[src/rtl/button_gesture_classifier_top_macros.svh]
// Assertion helpers used by the top-level RTL file.
// Each macro expects clk_i and rst_ni in scope.
`ifndef BUTTON_GESTURE_CLASSIFIER_TOP_MACROS_SVH
`define BUTTON_GESTURE_CLASSIFIER_TOP_MACROS_SVH

// Property must hold at every clock edge outside reset.
`define BGC_ASSERT(lbl, prop, msg) \
  lbl: assert property (@(posedge clk_i) disable iff (!rst_ni) (prop)) else $error(msg);

// Expression must never be true outside reset.
`define BGC_NEVER(lbl, expr, msg) \
  lbl: assert property (@(posedge clk_i) disable iff (!rst_ni) !(expr)) else $error(msg);

`endif

[src/rtl/bgc_pkg.sv]
package bgc_pkg;

  // Timer width of the hold and release timers
  localparam int unsigned TIME_BITS = 16;
  // Width of each configuration register
  localparam int unsigned CFG_BITS = 16;
  // Compare width that holds both a timer and a threshold without loss
  localparam int unsigned CMP_BITS = (TIME_BITS > CFG_BITS) ? TIME_BITS : CFG_BITS;

  // Configuration register indexes
  typedef enum logic [1:0] {
    REG_POWER_LONG = 2'd0,
    REG_MODE_LONG  = 2'd1,
    REG_MIN_CLICK  = 2'd2,
    REG_DBL_WINDOW = 2'd3
  } cfg_reg_e;

  // Register reset values
  localparam logic [CFG_BITS-1:0] POWER_LONG_RST = CFG_BITS'(2000);
  localparam logic [CFG_BITS-1:0] MODE_LONG_RST  = CFG_BITS'(1500);
  localparam logic [CFG_BITS-1:0] MIN_CLICK_RST  = CFG_BITS'(50);
  localparam logic [CFG_BITS-1:0] DBL_WINDOW_RST = CFG_BITS'(350);

  typedef logic [TIME_BITS-1:0] time_t;
  typedef logic [CFG_BITS-1:0]  cfg_t;

  // Per-button events for one tick
  typedef struct packed {
    logic start;
    logic lng;
    logic qual;
  } btn_ev_t;

  // Saturating increment of a timer
  function automatic time_t sat_inc(input time_t t);
    sat_inc = (t == '1) ? t : t + 1'b1;
  endfunction

  function automatic logic [CMP_BITS-1:0] ext_time(input time_t t);
    ext_time = CMP_BITS'(t);
  endfunction

  function automatic logic [CMP_BITS-1:0] ext_cfg(input cfg_t c);
    ext_cfg = CMP_BITS'(c);
  endfunction

endpackage

[src/rtl/bgc_button.sv]
module bgc_button (
  input  logic             clk_i,
  input  logic             rst_ni,
  input  logic             adv_i,
  input  logic             down_i,
  input  bgc_pkg::cfg_t    long_ms_i,
  input  bgc_pkg::cfg_t    min_click_ms_i,
  output bgc_pkg::btn_ev_t ev_o
);
  import bgc_pkg::*;

  logic  held_q, held_d;
  logic  done_q, done_d;
  time_t hold_q, hold_d;
  time_t hold_inc;

  assign hold_inc = sat_inc(hold_q);

  // Classify this tick from the level and the held state
  always_comb begin
    ev_o   = '0;
    held_d = held_q;
    done_d = done_q;
    hold_d = hold_q;
    if (down_i && !held_q) begin
      held_d    = 1'b1;
      done_d    = 1'b0;
      hold_d    = '0;
      ev_o.start = 1'b1;
    end else if (down_i && held_q) begin
      hold_d = hold_inc;
      if (!done_q && (ext_time(hold_inc) >= ext_cfg(long_ms_i))) begin
        done_d   = 1'b1;
        ev_o.lng = 1'b1;
      end
    end else if (!down_i && held_q) begin
      held_d = 1'b0;
      hold_d = hold_inc;
      ev_o.qual = !done_q &&
                  (ext_time(hold_inc) > ext_cfg(min_click_ms_i)) &&
                  (ext_time(hold_inc) < ext_cfg(long_ms_i));
    end
  end

  // Advance button state once per processed item
  always_ff @(posedge clk_i or negedge rst_ni) begin
    if (!rst_ni) begin
      held_q <= 1'b0;
      done_q <= 1'b0;
      hold_q <= '0;
    end else if (adv_i) begin
      held_q <= held_d;
      done_q <= done_d;
      hold_q <= hold_d;
    end
  end

endmodule

[src/rtl/bgc_click.sv]
module bgc_click (
  input  logic             clk_i,
  input  logic             rst_ni,
  input  logic             adv_i,
  input  bgc_pkg::btn_ev_t pwr_ev_i,
  input  bgc_pkg::cfg_t    dbl_window_ms_i,
  output logic             double_o,
  output logic             single_o
);
  import bgc_pkg::*;

  logic [1:0] tally_q, tally_d;
  time_t      since_q, since_d;

  // Count qualifying clicks, clear the count on a long press, and time out a lone click
  always_comb begin
    double_o = 1'b0;
    single_o = 1'b0;
    tally_d  = tally_q;
    since_d  = sat_inc(since_q);
    if (pwr_ev_i.lng) begin
      tally_d = '0;
    end
    if (pwr_ev_i.qual) begin
      tally_d = tally_d + 2'd1;
      since_d = '0;
      if (tally_d == 2'd2) begin
        tally_d  = '0;
        double_o = 1'b1;
      end
    end
    if ((tally_d == 2'd1) && (ext_time(since_d) > ext_cfg(dbl_window_ms_i))) begin
      tally_d  = '0;
      single_o = 1'b1;
    end
  end

  always_ff @(posedge clk_i or negedge rst_ni) begin
    if (!rst_ni) begin
      tally_q <= '0;
      since_q <= '0;
    end else if (adv_i) begin
      tally_q <= tally_d;
      since_q <= since_d;
    end
  end

endmodule

[src/rtl/button_gesture_classifier_top.sv]
// An input transaction reaches its earliest result transaction through the input register
// and then the result register. Throughput: one item per cycle while m_axis_tready
// stays high; while a result waits, the input register takes one more item and then
// s_axis_tready drops until the result is taken.
// Reset: rst_ni clears all button and click state, empties both stages and
// restores the configuration registers to 2000, 1500, 50 and 350 ms.
`include "button_gesture_classifier_top_macros.svh"

module button_gesture_classifier_top (
  input  logic                   clk_i,
  input  logic                   rst_ni,
  // Configuration write port
  input  logic                   cfg_we_i,
  input  logic [1:0]             cfg_idx_i,
  input  logic [15:0]            cfg_data_i,
  // Input stream
  input  logic                   s_axis_tvalid,
  output logic                   s_axis_tready,
  input  logic [7:0]             s_axis_tdata,  // [0] power_down, [1] mode_down
  // Result stream
  output logic                   m_axis_tvalid,
  input  logic                   m_axis_tready,
  // [0] power_press_start, [1] mode_press_start, [2] power_long,
  // [3] power_double, [4] power_single, [5] mode_long, [6] mode_short
  output logic [7:0]             m_axis_tdata
);
  import bgc_pkg::*;

  cfg_t power_long_q, mode_long_q, min_click_q, dbl_window_q;

  logic s1_valid_q, s1_pwr_q, s1_mode_q;
  logic out_valid_q;
  logic [6:0] res_q, res_d;
  logic out_ready, adv;

  btn_ev_t pwr_ev, mode_ev;
  logic    pdouble, psingle;

  // Configuration registers
  always_ff @(posedge clk_i or negedge rst_ni) begin
    if (!rst_ni) begin
      power_long_q <= POWER_LONG_RST;
      mode_long_q  <= MODE_LONG_RST;
      min_click_q  <= MIN_CLICK_RST;
      dbl_window_q <= DBL_WINDOW_RST;
    end else if (cfg_we_i) begin
      case (cfg_reg_e'(cfg_idx_i))
        REG_POWER_LONG: power_long_q <= cfg_data_i;
        REG_MODE_LONG:  mode_long_q  <= cfg_data_i;
        REG_MIN_CLICK:  min_click_q  <= cfg_data_i;
        REG_DBL_WINDOW: dbl_window_q <= cfg_data_i;
        default: ;
      endcase
    end
  end

  // Pipeline flow control
  assign out_ready     = !out_valid_q || m_axis_tready;
  assign adv           = s1_valid_q && out_ready;
  assign s_axis_tready = !s1_valid_q || out_ready;

  // Input register
  always_ff @(posedge clk_i or negedge rst_ni) begin
    if (!rst_ni) begin
      s1_valid_q <= 1'b0;
    end else if (s_axis_tready) begin
      s1_valid_q <= s_axis_tvalid;
    end
  end

  always_ff @(posedge clk_i) begin
    if (s_axis_tvalid && s_axis_tready) begin
      s1_pwr_q  <= s_axis_tdata[0];
      s1_mode_q <= s_axis_tdata[1];
    end
  end

  bgc_button u_pwr (
    .clk_i,
    .rst_ni,
    .adv_i          (adv),
    .down_i         (s1_pwr_q),
    .long_ms_i      (power_long_q),
    .min_click_ms_i (min_click_q),
    .ev_o           (pwr_ev)
  );

  bgc_button u_mode (
    .clk_i,
    .rst_ni,
    .adv_i          (adv),
    .down_i         (s1_mode_q),
    .long_ms_i      (mode_long_q),
    .min_click_ms_i (min_click_q),
    .ev_o           (mode_ev)
  );

  bgc_click u_click (
    .clk_i,
    .rst_ni,
    .adv_i           (adv),
    .pwr_ev_i        (pwr_ev),
    .dbl_window_ms_i (dbl_window_q),
    .double_o        (pdouble),
    .single_o        (psingle)
  );

  assign res_d = {mode_ev.qual, mode_ev.lng, psingle, pdouble,
                  pwr_ev.lng, mode_ev.start, pwr_ev.start};

  // Result register
  always_ff @(posedge clk_i or negedge rst_ni) begin
    if (!rst_ni) begin
      out_valid_q <= 1'b0;
    end else if (out_ready) begin
      out_valid_q <= s1_valid_q;
    end
  end

  always_ff @(posedge clk_i) begin
    if (adv) begin
      res_q <= res_d;
    end
  end

  assign m_axis_tvalid = out_valid_q;
  assign m_axis_tdata  = {1'b0, res_q};

  `BGC_NEVER(a_dbl_single_excl, out_valid_q && res_q[3] && res_q[4], "double and single together")
  `BGC_NEVER(a_start_long_excl, out_valid_q && res_q[0] && res_q[2], "press start with long hold")
  `BGC_ASSERT(a_adv_fills_out, adv |=> out_valid_q, "processed item lost before output")
  `BGC_ASSERT(a_full_stalls, (s1_valid_q && !out_ready) |-> !s_axis_tready, "taken while full")

endmodule

[config.mk]
export PLATFORM = sky130hd
export DESIGN_NAME = button_gesture_classifier_top
export DESIGN_NICKNAME = d
export VERILOG_FILES = /design/src/rtl/bgc_pkg.sv /design/src/rtl/bgc_button.sv /design/src/rtl/bgc_click.sv /design/src/rtl/button_gesture_classifier_top.sv
export VERILOG_INCLUDE_DIRS = /design/src /design/src/rtl
export SDC_FILE = /design/constraint.sdc
export NUM_CORES = 1
export LEC_CHECK = 0
export BUFFER_PORTS_ARGS = -buffer_cell sky130_fd_sc_hd__buf_4
export CAP_MARGIN = 20
export CORE_ASPECT_RATIO = 2
export CORE_MARGIN = 4
export CORE_UTILIZATION = 40
export CTS_CLUSTER_DIAMETER = 50
export DETAILED_ROUTE_END_ITERATION = 8
export PLACE_DENSITY = 0.53
export SYNTH_ARGS = -nofsm -noshare
export SYNTH_HDL_FRONTEND = slang
export SYNTH_SLANG_ARGS = --single-unit
export TNS_END_PERCENT = 5
[constraint.sdc]
create_clock -name clk_i -period 7.7 [get_ports clk_i]
set_clock_uncertainty 0.2 [all_clocks]
set_input_delay 0 -clock clk_i [delete_from_list [all_inputs] [get_ports clk_i]]
set_output_delay 0 -clock clk_i [all_outputs]
set_load 0.02 [all_outputs]
* Yosys cells after proc, flatten, opt, wreduce, memory -nomap -nowiden
Cells that the tools add are included.
** Cells by class
- Add/subtract/negate cells :: 4
- Div/mod/pow operators :: 0
- $lt $le $gt $ge :: 7
- Shift operators :: 0
- Multipliers :: 0
- Equality and inequality tests :: 10
- Bitwise gates (word level) :: 2
- Muxes and demuxes :: 36
- Reductions and logical operators :: 46
** Operator list (count)
- 2-to-1 mux 16 bit :: 10
- adder 16 x 1 -> 16 bit, second input constant :: 3
- == test 16 bit, second input constant :: 3
- > comparator 16 bit :: 3
- greater-or-equal comparator 16 bit :: 2
- < comparator 16 bit :: 2
- 2-to-1 mux 1 bit :: 21
- logical AND 1 bit :: 15
- AND reduction 2 bit :: 6
- AND reduction 3 bit :: 4
- nonzero test 2 bit :: 6
- 2-to-1 mux 2 bit :: 5
- zero test 1 bit :: 8
- == test 2 bit, second input constant :: 3
- nonzero test 3 bit :: 2
- == test 2 x 1 -> 1 bit, second input constant :: 2
- inequality test 2 x 1 -> 1 bit, second input constant :: 2
- OR reduction 3 bit :: 1
- adder 2 x 1 -> 2 bit, second input constant :: 1
- zero test 2 bit :: 1
- logical OR 1 bit :: 2
- inverter 1 bit :: 2
- OR reduction 2 bit :: 1
** Word-level totals
- Logic and storage cells :: 125
- ROM bits :: 0
- Bits in writable memories :: 0
- Latch bits :: 0
- Memories :: 0
- Register bits :: 129

* Depth between registers and ports, before layout
Gate-level depths: netlist (run 1).
- Depth in word-level cells :: 16
- Depth in mapped cells :: 26
- Mapped depth without buffers :: 22

* By module
From an unflattened synthesis (run 1), not the netlist that was laid out.
** Second synthesis, totals
- Cells, all modules :: 893
- Area total of the unflattened synthesis :: 8800.9 µm²
** By module, submodules not included
- button_gesture_classifier_top :: area an instance 2808.9 µm², cells an instance 155, times used 1, seq. area each 1949.4 µm²
- bgc_button at u_pwr :: area an instance 2138.3 µm², cells an instance 260, times used 1, seq. area each 450.4 µm²
- bgc_button at u_mode :: area an instance 2021.9 µm², cells an instance 247, times used 1, seq. area each 450.4 µm²
- bgc_click :: area an instance 1831.8 µm², cells an instance 231, times used 1, seq. area each 450.4 µm²

* Worst setup path after synthesis (run 1)
OpenSTA, ideal clock, no wires.
- Path kind :: reg-to-reg
- From :: register u_pwr.hold_q[3]
- To :: register u_click.tally_q[0]
- Cell stages (with the launch flop) :: 24
- Buffers on the path :: 5
- Library setup time :: 101 ps
- Data required time :: 7399 ps
- Arrival :: 5217 ps
- Setup slack :: 2182 ps
- Cell sequence :: dfrtp_1 buf_2 nand4_2 or4_4 or4b_1 buf_6 mux2_4 ha_1 and4_1 a2111oi_0 o31a_1 and2_1 clkbuf_1 buf_2 buf_1 nor2_1 ha_1 a21o_1 a221o_1 a221oi_1 o211ai_1 nand2b_1 a21oi_1 o32ai_1
** On the way
- Elaborated cells between the ends (all ways) :: 24
- Classes of those cells :: add/sub: 2; order compare: 4; eq/ne: 3; mux: 11; reduce/logical: 4
** RTL lines
- start: declaration :: RTL line bgc_button.sv:14 : time_t hold_q, hold_d;
- start signal: assignment :: RTL line bgc_button.sv:54 : hold_q <= hold_d;
- adder 16 x 1 -> 16 bit or == test 16 bit (tied branches) :: RTL line bgc_pkg.sv:36 : sat_inc = (t == '1) ? t : t + 1'b1;
- 2-to-1 mux 16 bit (*) :: RTL line bgc_pkg.sv:36
- > comparator 16 bit :: RTL line bgc_button.sv:40 : (ext_time(hold_inc) > ext_cfg(min_click_ms_i)) &&
- logical AND 1 bit :: RTL line bgc_button.sv:39 : ev_o.qual = !done_q &&
- logical AND 1 bit (*) :: RTL line bgc_button.sv:40
- 2-to-1 mux 1 bit (*) :: RTL line bgc_button.sv:36 : end else if (!down_i && held_q) begin
- 2-to-1 mux 1 bit (*) :: RTL line bgc_button.sv:30 : end else if (down_i && held_q) begin
- 2-to-1 mux 2 bit (*) :: RTL line bgc_button.sv:25 : if (down_i && !held_q) begin
- 2-to-1 mux 16 bit (*) :: RTL line bgc_click.sv:24 : if (pwr_ev_i.qual) begin
- net u_click.since_d[8] :: RTL line bgc_click.sv:13 : time_t since_q, since_d;
- > comparator 16 bit (*) :: RTL line bgc_click.sv:32 : if ((tally_d == 2'd1) && (ext_time(since_d) > ext_cfg(dbl_window_ms_i))) begin
- logical AND 1 bit (*) :: RTL line bgc_click.sv:32
- 2-to-1 mux 2 bit (*) :: RTL line bgc_click.sv:32
- end signal: assignment :: RTL line bgc_click.sv:43 : tally_q <= tally_d;
- end: declaration :: RTL line bgc_click.sv:12 : logic [1:0] tally_q, tally_d;
Mark *: on every way through the listed nets, which the timed path passes. The rest lies on a longest branch.
A chain may end at the register's enable or synchronous reset.

* Final worst setup path (run 1)
Same ends and word-level chain as after synthesis.

==> results.py, run 1 <==
metrics = {
    "timing": {
        "rsz0062_at_grt": "false",
        "fin_crit_sh": 0.839,
        "report.final.slew_viol_count": 0,
        "fin_ws_ns": 1.24,
        "setup_viol": 0,
        "fmax_ghz": 0.155,
        "relSlewSlack": 0.300,
        "setup_tns_ns": 0,
        "hold_viol": 0,
        "tightestPinTransition_ns": 1.05,
        "post-route-min-period_ns": 6.46,
    },
    "worst_setup_path": {
        "crit_path_start": "u_pwr.hold_q[3]$_DFFE_PN0P_",
        "path_class": "flip-flop to flip-flop",
        "critPathMaxFanout": 13,
        "timing.rr.start": "u_pwr.hold_q[3]$_DFFE_PN0P_",
        "cp.arrival_ns": 6.59,
        "cp.required_ns": 7.83,
        "start_kind": "flip-flop",
        "cp-end-kind": "flip-flop",
    },
    "detailed_routing": {
        "vias": 6723,
        "antenna_left": 0,
        "drc": 0,
        "firstDrtPassIters": 4,
        "drt_iter0_markers": 193,
        "wl_per_cell_um": 18.6,
        "routed_wl_mm": 23.0,
        "via_per_inst": 5.44,
    },
    "yosys": {
        "synth_compound_area_frac": 0.152,
        "yosys_warnings": 0,
        "synth-simple-area-share": 0.154,
        "syn-cell-area_mm2": 0.00836,
        "synth_cell_types": 69,
        "synth_xor_area_frac": 0.0314,
        "synth-edff-count": 9,
        "synth_fp_nets": 999,
        "ys_ff_latch": 129,
        "synthArstFlopShare": 0.930,
        "syn_inst": 877,
        "synthMuxAreaShare": 0.0803,
        "synth_top_flop_cell": "dfrtp_1",
        "synth.avg_cell_area_um2": 9.53,
        "synth_top_family_by_area": "simple AND/OR/NAND/NOR gates",
        "seq_area_frac_synth": 0.395,
        "synthAdderAreaFrac": 0.136,
    },
    "power": {
        "internal-power_mw": 1.65,
        "peakVddDrop_mv": 0.138,
        "leakagePower_nw": 4.55,
        "p_comb_frac": 0.306,
        "power_density_mw_per_mm2": 249,
        "p_sw_mw": 0.832,
        "power_frac_seq": 0.367,
        "clkPwrFrac": 0.326,
        "switching_share": 0.335,
    },
    "clocking": {
        "postCtsSetupRepairBufs": 0,
        "htree_num_levels": 4,
        "clock_latency_ns": 0.44,
        "clkTransAtPathRegs_ns": 0.06,
        "clock_sinks": 129,
        "cts_resized": 0,
        "cts_made_buffers": 17,
        "clk_path_buf_depth": 2,
        "root_buffer": "clkbuf_16",
        "cts_tree": "done",
    },
    "floorplanning": {
        "die_h_um": 212,
        "die_width_um": 110,
        "start_util": 0.408,
        "core_mm2": 0.0205,
        "row_count": 74,
        "io_pins": 41,
        "die_area_mm2": 0.0234,
    },
    "hold_path": {
        "hold_class": "input pin to flip-flop",
        "hold_start": "s_axis_tdata[1]",
    },
    "place": {
        "pre_cts_ws_ns": 1.25,
        "port_buffers": 33,
        "finalWeightedCongestion": 0.838,
        "hpwl_mm": 17.5,
        "dp.cells": 1152,
    },
    "global_routing": {
        "grt_usage": 0.213,
        "grt_pass1_vias": 7169,
        "grt-ovfl-total": 0,
        "grt_pass1_wl_mm": 37.2,
        "grt_max_degree": 77,
        "antenna_found_initial": 0,
    },
    "cells_and_area": {
        "n_fill_cell": 1937,
        "area_delta_synth_final_pct": 19.4,
        "drive_gt1_frac": 0.160,
        "instances_no_fill": 1236,
        "num-nets-final": 1079,
        "num_antenna_cells": 0,
    },
    "status": {
        "outcome": "finished, final reports clean",
    },
    "run": {
        "drv_cap": 0,
    },
}
==> per-stage QoR <==
step	instance area, um^2	total power [mW]	util	hold slack [ns]
4_1_cts	9940	2.51	0.486	0.0567
3_3_place_gp	8850	1.65	0.433	-0.0187
2_1_floorplan	8360	1.43	-	-0.496
3_5_place_dp	8850	1.66	0.433	-0.0205
5_1_grt	9980	2.66	0.488	0.0936
6_report	9980	2.48	0.488	0.0904
==> final timing paths <==
path	endpoint	cells after the start	slack, ns
worst max-delay path	u_click.tally_q[0]$_DFFE_PN0P_	22	1.24
worst min-delay path	s1_mode_q$_DFFE_PP_	2	0.09
worst max register to register	u_click.tally_q[0]$_DFFE_PN0P_	22	1.24
worst min register to register	m_axis_tvalid$_DFFE_PN0P_	1	0.30
max in group asynchronous	u_pwr.hold_q[11]$_DFFE_PN0P_	5	5.67
min in group asynchronous	u_click.since_q[1]$_DFFE_PN0P_	3	0.39
==> flip-flops by register name, summed over array words and instances (netlist names), 2 cells and up <==
name / cells
u_pwr.hold_q: 16
dbl_window_q: 16
mode_long_q: 16
power_long_q: 16
u_click.tally_q: 2
u_click.since_q: 16
u_mode.hold_q: 16
res_q: 7
min_click_q: 16
==> worst max-delay path: stages, from the launching register on <==
cell      delay [ns]
dfrtp_1         0.51
nand4_2         0.16
or4_4           0.48
or4b_1          0.72
nand2b_2        0.19
nor2_1          0.08
xnor2_1         0.40
ha_1            0.34
a21oi_1         0.14
o21ai_0         0.10
a211o_1         0.30
o31a_1          0.32
and2_1          0.33
a31oi_1         0.26
o21a_1          0.18
ha_1            0.25
and3_1          0.20
a221o_1         0.32
a221oi_1        0.30
o211ai_1        0.16
nand2b_1        0.13
a21oi_1         0.05
o32ai_1         0.22
==> cell usage after synthesis (all sizes together) (3+ instances only) <==
| library cell | n | area share |
|---|---|---|
| a211oi | 3 | 0.0027 |
| mux2i | 7 | 0.0084 |
| a211o | 4 | 0.0042 |
| o211ai | 8 | 0.0072 |
| nor3 | 14 | 0.0090 |
| nor4 | 5 | 0.0037 |
| a2111oi | 3 | 0.0031 |
| nand2 | 78 | 0.035 |
| edfxtp | 9 | 0.032 |
| and3 | 8 | 0.0060 |
| nor2b | 9 | 0.0067 |
| and4 | 6 | 0.0063 |
| mux2 | 53 | 0.072 |
| and2 | 4 | 0.0030 |
| or3 | 3 | 0.0022 |
| ha | 91 | 0.14 |
| nand4 | 24 | 0.019 |
| a21o | 11 | 0.0099 |
| nor3b | 3 | 0.0027 |
| clkbuf | 19 | 0.0087 |
| xor2 | 11 | 0.012 |
| o21ai | 55 | 0.033 |
| nand2b | 8 | 0.0063 |
| nand3b | 3 | 0.0027 |
| dfrtp | 98 | 0.29 |
| nor2 | 66 | 0.030 |
| inv | 79 | 0.035 |
| a21oi | 52 | 0.032 |
| a22o | 16 | 0.017 |
| nand3 | 17 | 0.010 |
| o31ai | 7 | 0.0063 |
| xnor2 | 19 | 0.020 |
| dfstp | 22 | 0.069 |
| or4 | 4 | 0.0040 |
| a31oi | 11 | 0.0082 |
| o21a | 10 | 0.0090 |
| buf | 11 | 0.0070 |
==> placed cells by master (no fill, tap or decap), types with 11 or more instances in the layout <==
master / synthesis / final
dfrtp_1: 98 / 98
nand2_1: 78 / 78
a31oi_1: 11 / 11
inv_1: 79 / 79
a21o_1: 11 / 11
ha_1: 91 / 91
xor2_1: 11 / 11
a21oi_1: 51 / 51
buf_4: 1 / 39
dlygate4sd3_1: 0 / 51
dfstp_2: 22 / 22
o21ai_0: 55 / 55
nor2_1: 65 / 65
xnor2_1: 19 / 19
nand3_1: 17 / 17
nor3_1: 13 / 13
a22o_1: 16 / 16
clkbuf_16: 0 / 17
mux2_2: 52 / 52
nand4_1: 23 / 23
==> logic make-up (layout without fill, tap and decap cells) <==
kind of cell             Yosys count  after routing
XOR/XNOR                          30             30
AO/OA/AOI/OAI                    198            198
buffers and inverters            109            202
multiplexers                      60             60
flip-flops                       129            129
adder cells (fa/ha/maj)           91             91
other                              1              1
AND/OR/NAND/NOR                  259            259
==> power by group through the flow <==
stage,registers [mW],logic (mW),clock network [mW]
5_1_grt,0.929,0.872,0.858
4_1_cts,0.911,0.774,0.830
3_3_place_gp,0.919,0.733,0
2_1_floorplan,0.890,0.541,0
6_report,0.912,0.760,0.811
3_5_place_dp,0.922,0.739,0
==> layer usage <==
| metal | share of wire | track usage | vias up |
|---|---|---|---|
| li1 | - | - | 3282 |
| met1 | 0.35 | 0.202 | 3276 |
| met2 | 0.56 | 0.403 | 109 |
| met3 | 0.026 | 0.0450 | 56 |
| met4 | 0.061 | 0.128 | 0 |
| met5 | 0 | 0 | - |
==> area by class of cell <==
class	count	area (um^2)	area share
clock inverter	10	109	0.0109
inverter	79	297	0.0297
multi-input combinational	639	4630	0.464
sequential	129	3300	0.331
tap	266	333	0.0334
timing repair buffer	91	831	0.0833
clock buffer	22	474	0.0475
==> timing repair <==
item                                    CTS  global route
hold buffers                             50             1
endpoints found under the setup margin    0             0
endpoints found under the hold margin   132            24
Power figures use the tool's default switching activity.
==> run 2, diff against run 1 <==
clock period = 6.5 ns   (was 7.7 ns; I/O delays follow)
==> results.py, run 2 (synthesized netlist as in run 1, its figures left out) <==
metrics = {
    "status": {
        "outcome": "finished, final reports clean",
    },
    "worst_setup_path": {
        "cp.arrival_ns": 6.22,
        "reg2reg_slack_ns": 0.41,
        "cp.required_ns": 6.63,
        "timing.rr.start": "u_pwr.hold_q[3]$_DFFE_PN0P_",
        "reg2reg_depth": 22,
        "worstSetupEndpoint": "u_click.tally_q[0]$_DFFE_PN0P_",
        "start_kind": "flip-flop",
        "rr_endpoint": "u_click.tally_q[0]$_DFFE_PN0P_",
        "path_class": "flip-flop to flip-flop",
        "critPathMaxFanout": 9,
        "cp-end-kind": "flip-flop",
        "crit_path_start": "u_pwr.hold_q[3]$_DFFE_PN0P_",
    },
    "cells_and_area": {
        "layout_common_cells": "dfrtp_1, ha_1, inv_1",
        "num-nets-final": 1084,
        "final_area_mm2": 0.00998,
        "num_antenna_cells": 0,
        "multi_input_area_mm2": 0.00463,
        "drive_gt1_frac": 0.160,
        "final_common_cell": "dfrtp_1",
        "regArea_mm2": 0.00330,
        "post-route-util": 0.488,
        "area_delta_synth_final_pct": 19.4,
        "n_fill_cell": 1954,
    },
    "global_routing": {
        "grt_usage": 0.213,
        "grt_pass1_vias": 7066,
        "grt-ovfl-total": 0,
        "antenna_found_initial": 0,
        "grt_max_degree": 72,
        "grt_pass1_wl_mm": 37.1,
    },
    "floorplanning": {
        "row_count": 74,
        "die_width_um": 110,
        "core_mm2": 0.0205,
        "die_h_um": 212,
        "io_pins": 41,
        "start_util": 0.408,
        "die_area_mm2": 0.0234,
    },
    "place": {
        "hpwl_mm": 17.7,
        "finalWeightedCongestion": 0.856,
        "placed_area_mm2": 0.00889,
        "port_buffers": 33,
    },
    "timing": {
        "hold_viol": 0,
        "post-route-min-period_ns": 6.09,
        "worst_hold_slack_ns": 0.0340,
        "relSlewSlack": 0.314,
        "fin_crit_sh": 0.937,
        "setup_tns_ns": 0,
        "tightestPinTransition_ns": 1.03,
        "fmax_ghz": 0.164,
        "report.final.slew_viol_count": 0,
        "rsz0062_at_grt": "false",
        "setup_viol": 0,
    },
    "detailed_routing": {
        "firstDrtPassIters": 5,
        "routed_wl_mm": 23.0,
        "vias": 6708,
        "drc": 0,
        "antenna_left": 0,
        "wl_per_cell_um": 18.6,
        "via_per_inst": 5.41,
        "drt_iter0_markers": 306,
    },
    "hold_path": {
        "hold_class": "input pin to flip-flop",
    },
    "clocking": {
        "cts_made_buffers": 17,
        "root_buffer": "clkbuf_16",
        "htree_num_levels": 4,
        "clock_sinks": 129,
        "cts_tree": "done",
        "postCtsSetupRepairBufs": 0,
        "clock_latency_ns": 0.43,
        "clk_path_buf_depth": 2,
        "clkTransAtPathRegs_ns": 0.05,
    },
    "run": {
        "drv_cap": 0,
    },
    "power": {
        "leakagePower_nw": 4.55,
        "peakVddDrop_mv": 0.179,
        "power_density_mw_per_mm2": 293,
    },
}
## run 2: changes by cell type in the layout (fill, tap and decap cells not counted)
cell / delta
dlygate4sd3_1: +1
buf_16: -1
bufinv_16: -1
clkinvlp_4: -2
buf_4: +5
clkbuf_1: +3
clkinv_2: -1
clkbuf_8: +2
clkinv_4: -1
## run 2: worst max-delay path: stages (launching register included)
cell and delay [ns]:
dfrtp_1 0.51, nand4_2 0.17, or4_4 0.48, or4b_1 0.56, nand2b_2 0.13, nor2_1 0.07
xnor2_1 0.34, ha_1 0.32, a21oi_1 0.14, o21ai_0 0.10, a211o_1 0.30, o31a_1 0.31
and2_1 0.26, a31oi_1 0.23, o21a_1 0.17, ha_1 0.24, and3_1 0.21, a221o_1 0.33
a221oi_1 0.32, o211ai_1 0.17, nand2b_1 0.14, a21oi_1 0.05, o32ai_1 0.22
## run 2: layout make-up
class	count	area share
Multi-Input combinational cell	639	0.464
Clock buffer	27	0.0514
Timing Repair Buffer	96	0.0853
Inverter	79	0.0297
Sequential cell	129	0.331
Clock inverter	5	0.00502
Tap cell	266	0.0334
## run 2: stage by stage
| step | instances | power [mW] | setup slack, ns |
|---|---|---|---|
| floorplan | 877 | 1.70 | 0.982 |
| global placement | 1157 | 1.96 | 0.494 |
| detailed placement | 1157 | 1.98 | 0.456 |
| CTS | 1241 | 2.96 | 0.433 |
| global route | 1241 | 3.13 | 0.0138 |
| finish | 1241 | 2.92 | 0.412 |
## run 2: what timing repair did
action	in CTS	in global routing
gates resized for setup	0	0
hold endpoints to repair	127	0
hold buffers	52	0
## run 2: how the worst min path moves through the flow
stage          cells after the start                     endpoint            start  slack, ns
3_5_place_dp                       1          s1_mode_q$_DFFE_PP_  s_axis_tdata[1]      -0.02
6_report                           4  power_long_q[0]$_DFFE_PN0P_     cfg_idx_i[0]       0.03
5_1_grt                            4  power_long_q[0]$_DFFE_PN0P_     cfg_idx_i[0]       0.04
3_3_place_gp                       1          s1_mode_q$_DFFE_PP_  s_axis_tdata[1]      -0.02
4_1_cts                            4  power_long_q[0]$_DFFE_PN0P_     cfg_idx_i[0]       0.01
2_1_floorplan                      0  dbl_window_q[0]$_DFFE_PN0P_           rst_ni      -0.50
## run 2: report_power, final
| part | internal, mW | switching, mW |
|---|---|---|
| Sequential | 0.965 | 0.118 |
| Clock | 0.574 | 0.348 |
| Combinational | 0.403 | 0.514 |
| Total | 1.94 | 0.980 |
## run 2: metal layers
| layer | global-route usage | part of all wire | vias to the layer above |
|---|---|---|---|
| met5 | 0 | 0 | - |
| met4 | 0.122 | 0.052 | 0 |
| met3 | 0.0374 | 0.026 | 56 |
| met2 | 0.400 | 0.57 | 129 |
| met1 | 0.213 | 0.36 | 3225 |
| li1 | - | - | 3298 |
==> run 3, diff against run 2 <==
CORE_ASPECT_RATIO = not set   (was 2)
==> results.py, run 3 (synthesized netlist as in run 1, its figures left out) <==
metrics = {
    "worst_setup_path": {
        "critPathMaxFanout": 9,
        "cp.required_ns": 6.62,
        "crit_path_top_delay_cell": "or4b_1",
        "slowest_delay_ns": 0.56,
        "start_kind": "flip-flop",
        "reg2reg_depth": 21,
        "cp.arrival_ns": 6.22,
        "crit_buf_inv": 2,
        "crit_family": "compound AO/OA/AOI/OAI gates",
        "cp-end-kind": "flip-flop",
        "path_class": "flip-flop to flip-flop",
        "path_cells": "nand4_2 > or4_4 > or4b_1 > buf_4 > mux2_4 > ha_1 > and4_1 > a2111oi_0 > o31a_1 > and2_1 > a31oi_1 > o21a_1 > ha_1 > and3_1 > a221o_1 > a221oi_1 > buf_4 > o211ai_1 > nand2b_1 > a21oi_1 > o32ai_1",
        "path_depth": 21,
    },
    "floorplanning": {
        "die_area_mm2": 0.0233,
        "row_count": 52,
        "io_pins": 41,
        "core_mm2": 0.0204,
        "die_width_um": 153,
        "start_util": 0.410,
        "die_h_um": 153,
    },
    "clocking": {
        "clock_latency_ns": 0.43,
        "postCtsSetupRepairBufs": 0,
        "clock_sinks": 129,
        "clk_path_buf_depth": 2,
        "cts_tree": "done",
        "cts_made_buffers": 17,
        "root_buffer": "clkbuf_16",
        "htree_num_levels": 4,
        "clkTransAtPathRegs_ns": 0.06,
    },
    "timing": {
        "hold_viol": 0,
        "tightestPinTransition_ns": 1.02,
        "relSlewSlack": 0.321,
        "fmax_ghz": 0.164,
        "fin_ws_ns": 0.399,
        "post-route-min-period_ns": 6.10,
        "setup_viol": 0,
        "setup_tns_ns": 0,
        "report.final.slew_viol_count": 0,
        "rsz0062_at_grt": "false",
        "fin_crit_sh": 0.939,
        "worst_hold_slack_ns": 0.0483,
    },
    "global_routing": {
        "grt_usage": 0.189,
        "grt_pass1_vias": 6399,
        "grt_pass1_wl_mm": 35.2,
        "grt_max_degree": 66,
        "grt-ovfl-total": 0,
        "antenna_found_initial": 0,
    },
    "power": {
        "clkPwrFrac": 0.355,
        "power_frac_seq": 0.356,
        "switching_share": 0.319,
        "leakagePower_nw": 4.58,
        "power_density_mw_per_mm2": 304,
        "p_comb_frac": 0.290,
        "p_sw_mw": 0.972,
        "peakVddDrop_mv": 0.166,
        "internal-power_mw": 2.07,
    },
    "detailed_routing": {
        "drt_iter0_markers": 409,
        "wl_per_cell_um": 17.3,
        "drc": 0,
        "vias": 6598,
        "via_per_inst": 5.33,
        "antenna_left": 0,
        "routed_wl_mm": 21.4,
        "firstDrtPassIters": 4,
    },
    "status": {
        "outcome": "finished, final reports clean",
    },
    "cells_and_area": {
        "area_delta_synth_final_pct": 19.9,
        "drive_gt1_frac": 0.164,
        "layout_common_cells": "dfrtp_1, ha_1, inv_1",
        "post-route-util": 0.492,
        "num_antenna_cells": 0,
        "num-nets-final": 1077,
        "final_common_cell": "dfrtp_1",
    },
    "place": {
        "hpwl_mm": 15.5,
        "finalWeightedCongestion": 0.835,
        "pre_cts_ws_ns": 0.417,
        "port_buffers": 33,
    },
    "hold_path": {
        "hold_class": "input pin to async pin",
    },
    "run": {
        "drv_cap": 0,
    },
}
[run 3: power groups by stage]
stage | sequential, mW | combinational [mW] | clock, mW
after floorplan | 1.05 | 0.641 | 0
after global placement | 1.09 | 0.837 | 0
after detailed placement | 1.09 | 0.845 | 0
after CTS | 1.08 | 0.885 | 1.11
after global routing | 1.10 | 1.01 | 1.14
final | 1.08 | 0.881 | 1.08
[run 3: worst register-to-register path, stage by stage, from the launching register on]
cell and delay (ns):
dfrtp_1 0.50, nand4_2 0.17, or4_4 0.48, or4b_1 0.56, buf_4 0.19, mux2_4 0.32
ha_1 0.29, and4_1 0.18, a2111oi_0 0.50, o31a_1 0.27, and2_1 0.28, a31oi_1 0.09
o21a_1 0.15, ha_1 0.28, and3_1 0.20, a221o_1 0.30, a221oi_1 0.33, buf_4 0.18
o211ai_1 0.11, nand2b_1 0.12, a21oi_1 0.05, o32ai_1 0.23
[run 3: per-layer routing]
layer  vias to the layer above  part of all wire  global-route usage
met5                         -                 0                   0
met2                       106              0.43               0.279
li1                       3288                 -                   -
met3                        25             0.034              0.0341
met4                         0             0.019              0.0585
met1                      3179              0.52               0.281
[run 3: path summary, 6_finish.rpt]
path	from	to	slack, ns
max in group asynchronous	rst_ni	u_mode.held_q$_DFFE_PN0P_	4.75
setup reg to reg	u_pwr.hold_q[3]$_DFFE_PN0P_	u_click.tally_q[0]$_DFFE_PN0P_	0.40
hold reg to reg	s1_valid_q$_DFFE_PN0N_	m_axis_tvalid$_DFFE_PN0P_	0.29
min in group clk_i	s_axis_tdata[0]	s1_pwr_q$_DFFE_PP_	0.09
setup / recovery	u_pwr.hold_q[3]$_DFFE_PN0P_	u_click.tally_q[0]$_DFFE_PN0P_	0.40
hold / removal	rst_ni	mode_long_q[1]$_DFFE_PN0P_	0.05
[run 3: final cells by class]
cell class,instances,area (um^2)
clock inverters,9,178
well taps,270,338
fillers,1910,10300
repair buffers,89,783
flip-flops and latches,129,3300
inverters,79,297
multi-input cells,639,4650
clock buffers,23,478
[run 3: metrics by stage]
| step | area [um^2] | power, mW | std cells |
|---|---|---|---|
| 6_report | 10000 | 3.04 | 1238 |
| 5_1_grt | 10000 | 3.25 | 1238 |
| 4_1_cts | 10000 | 3.07 | 1238 |
| 3_5_place_dp | 8890 | 1.94 | 1160 |
| 3_3_place_gp | 8890 | 1.93 | 1160 |
| 2_1_floorplan | 8360 | 1.70 | 877 |
[run 3: repair_timing]
item | in CTS | in global routing
endpoints found under the hold margin | 134 | 0
endpoints found under the setup margin | 0 | 1
hold buffers | 46 | 0
resized for setup | 0 | 3
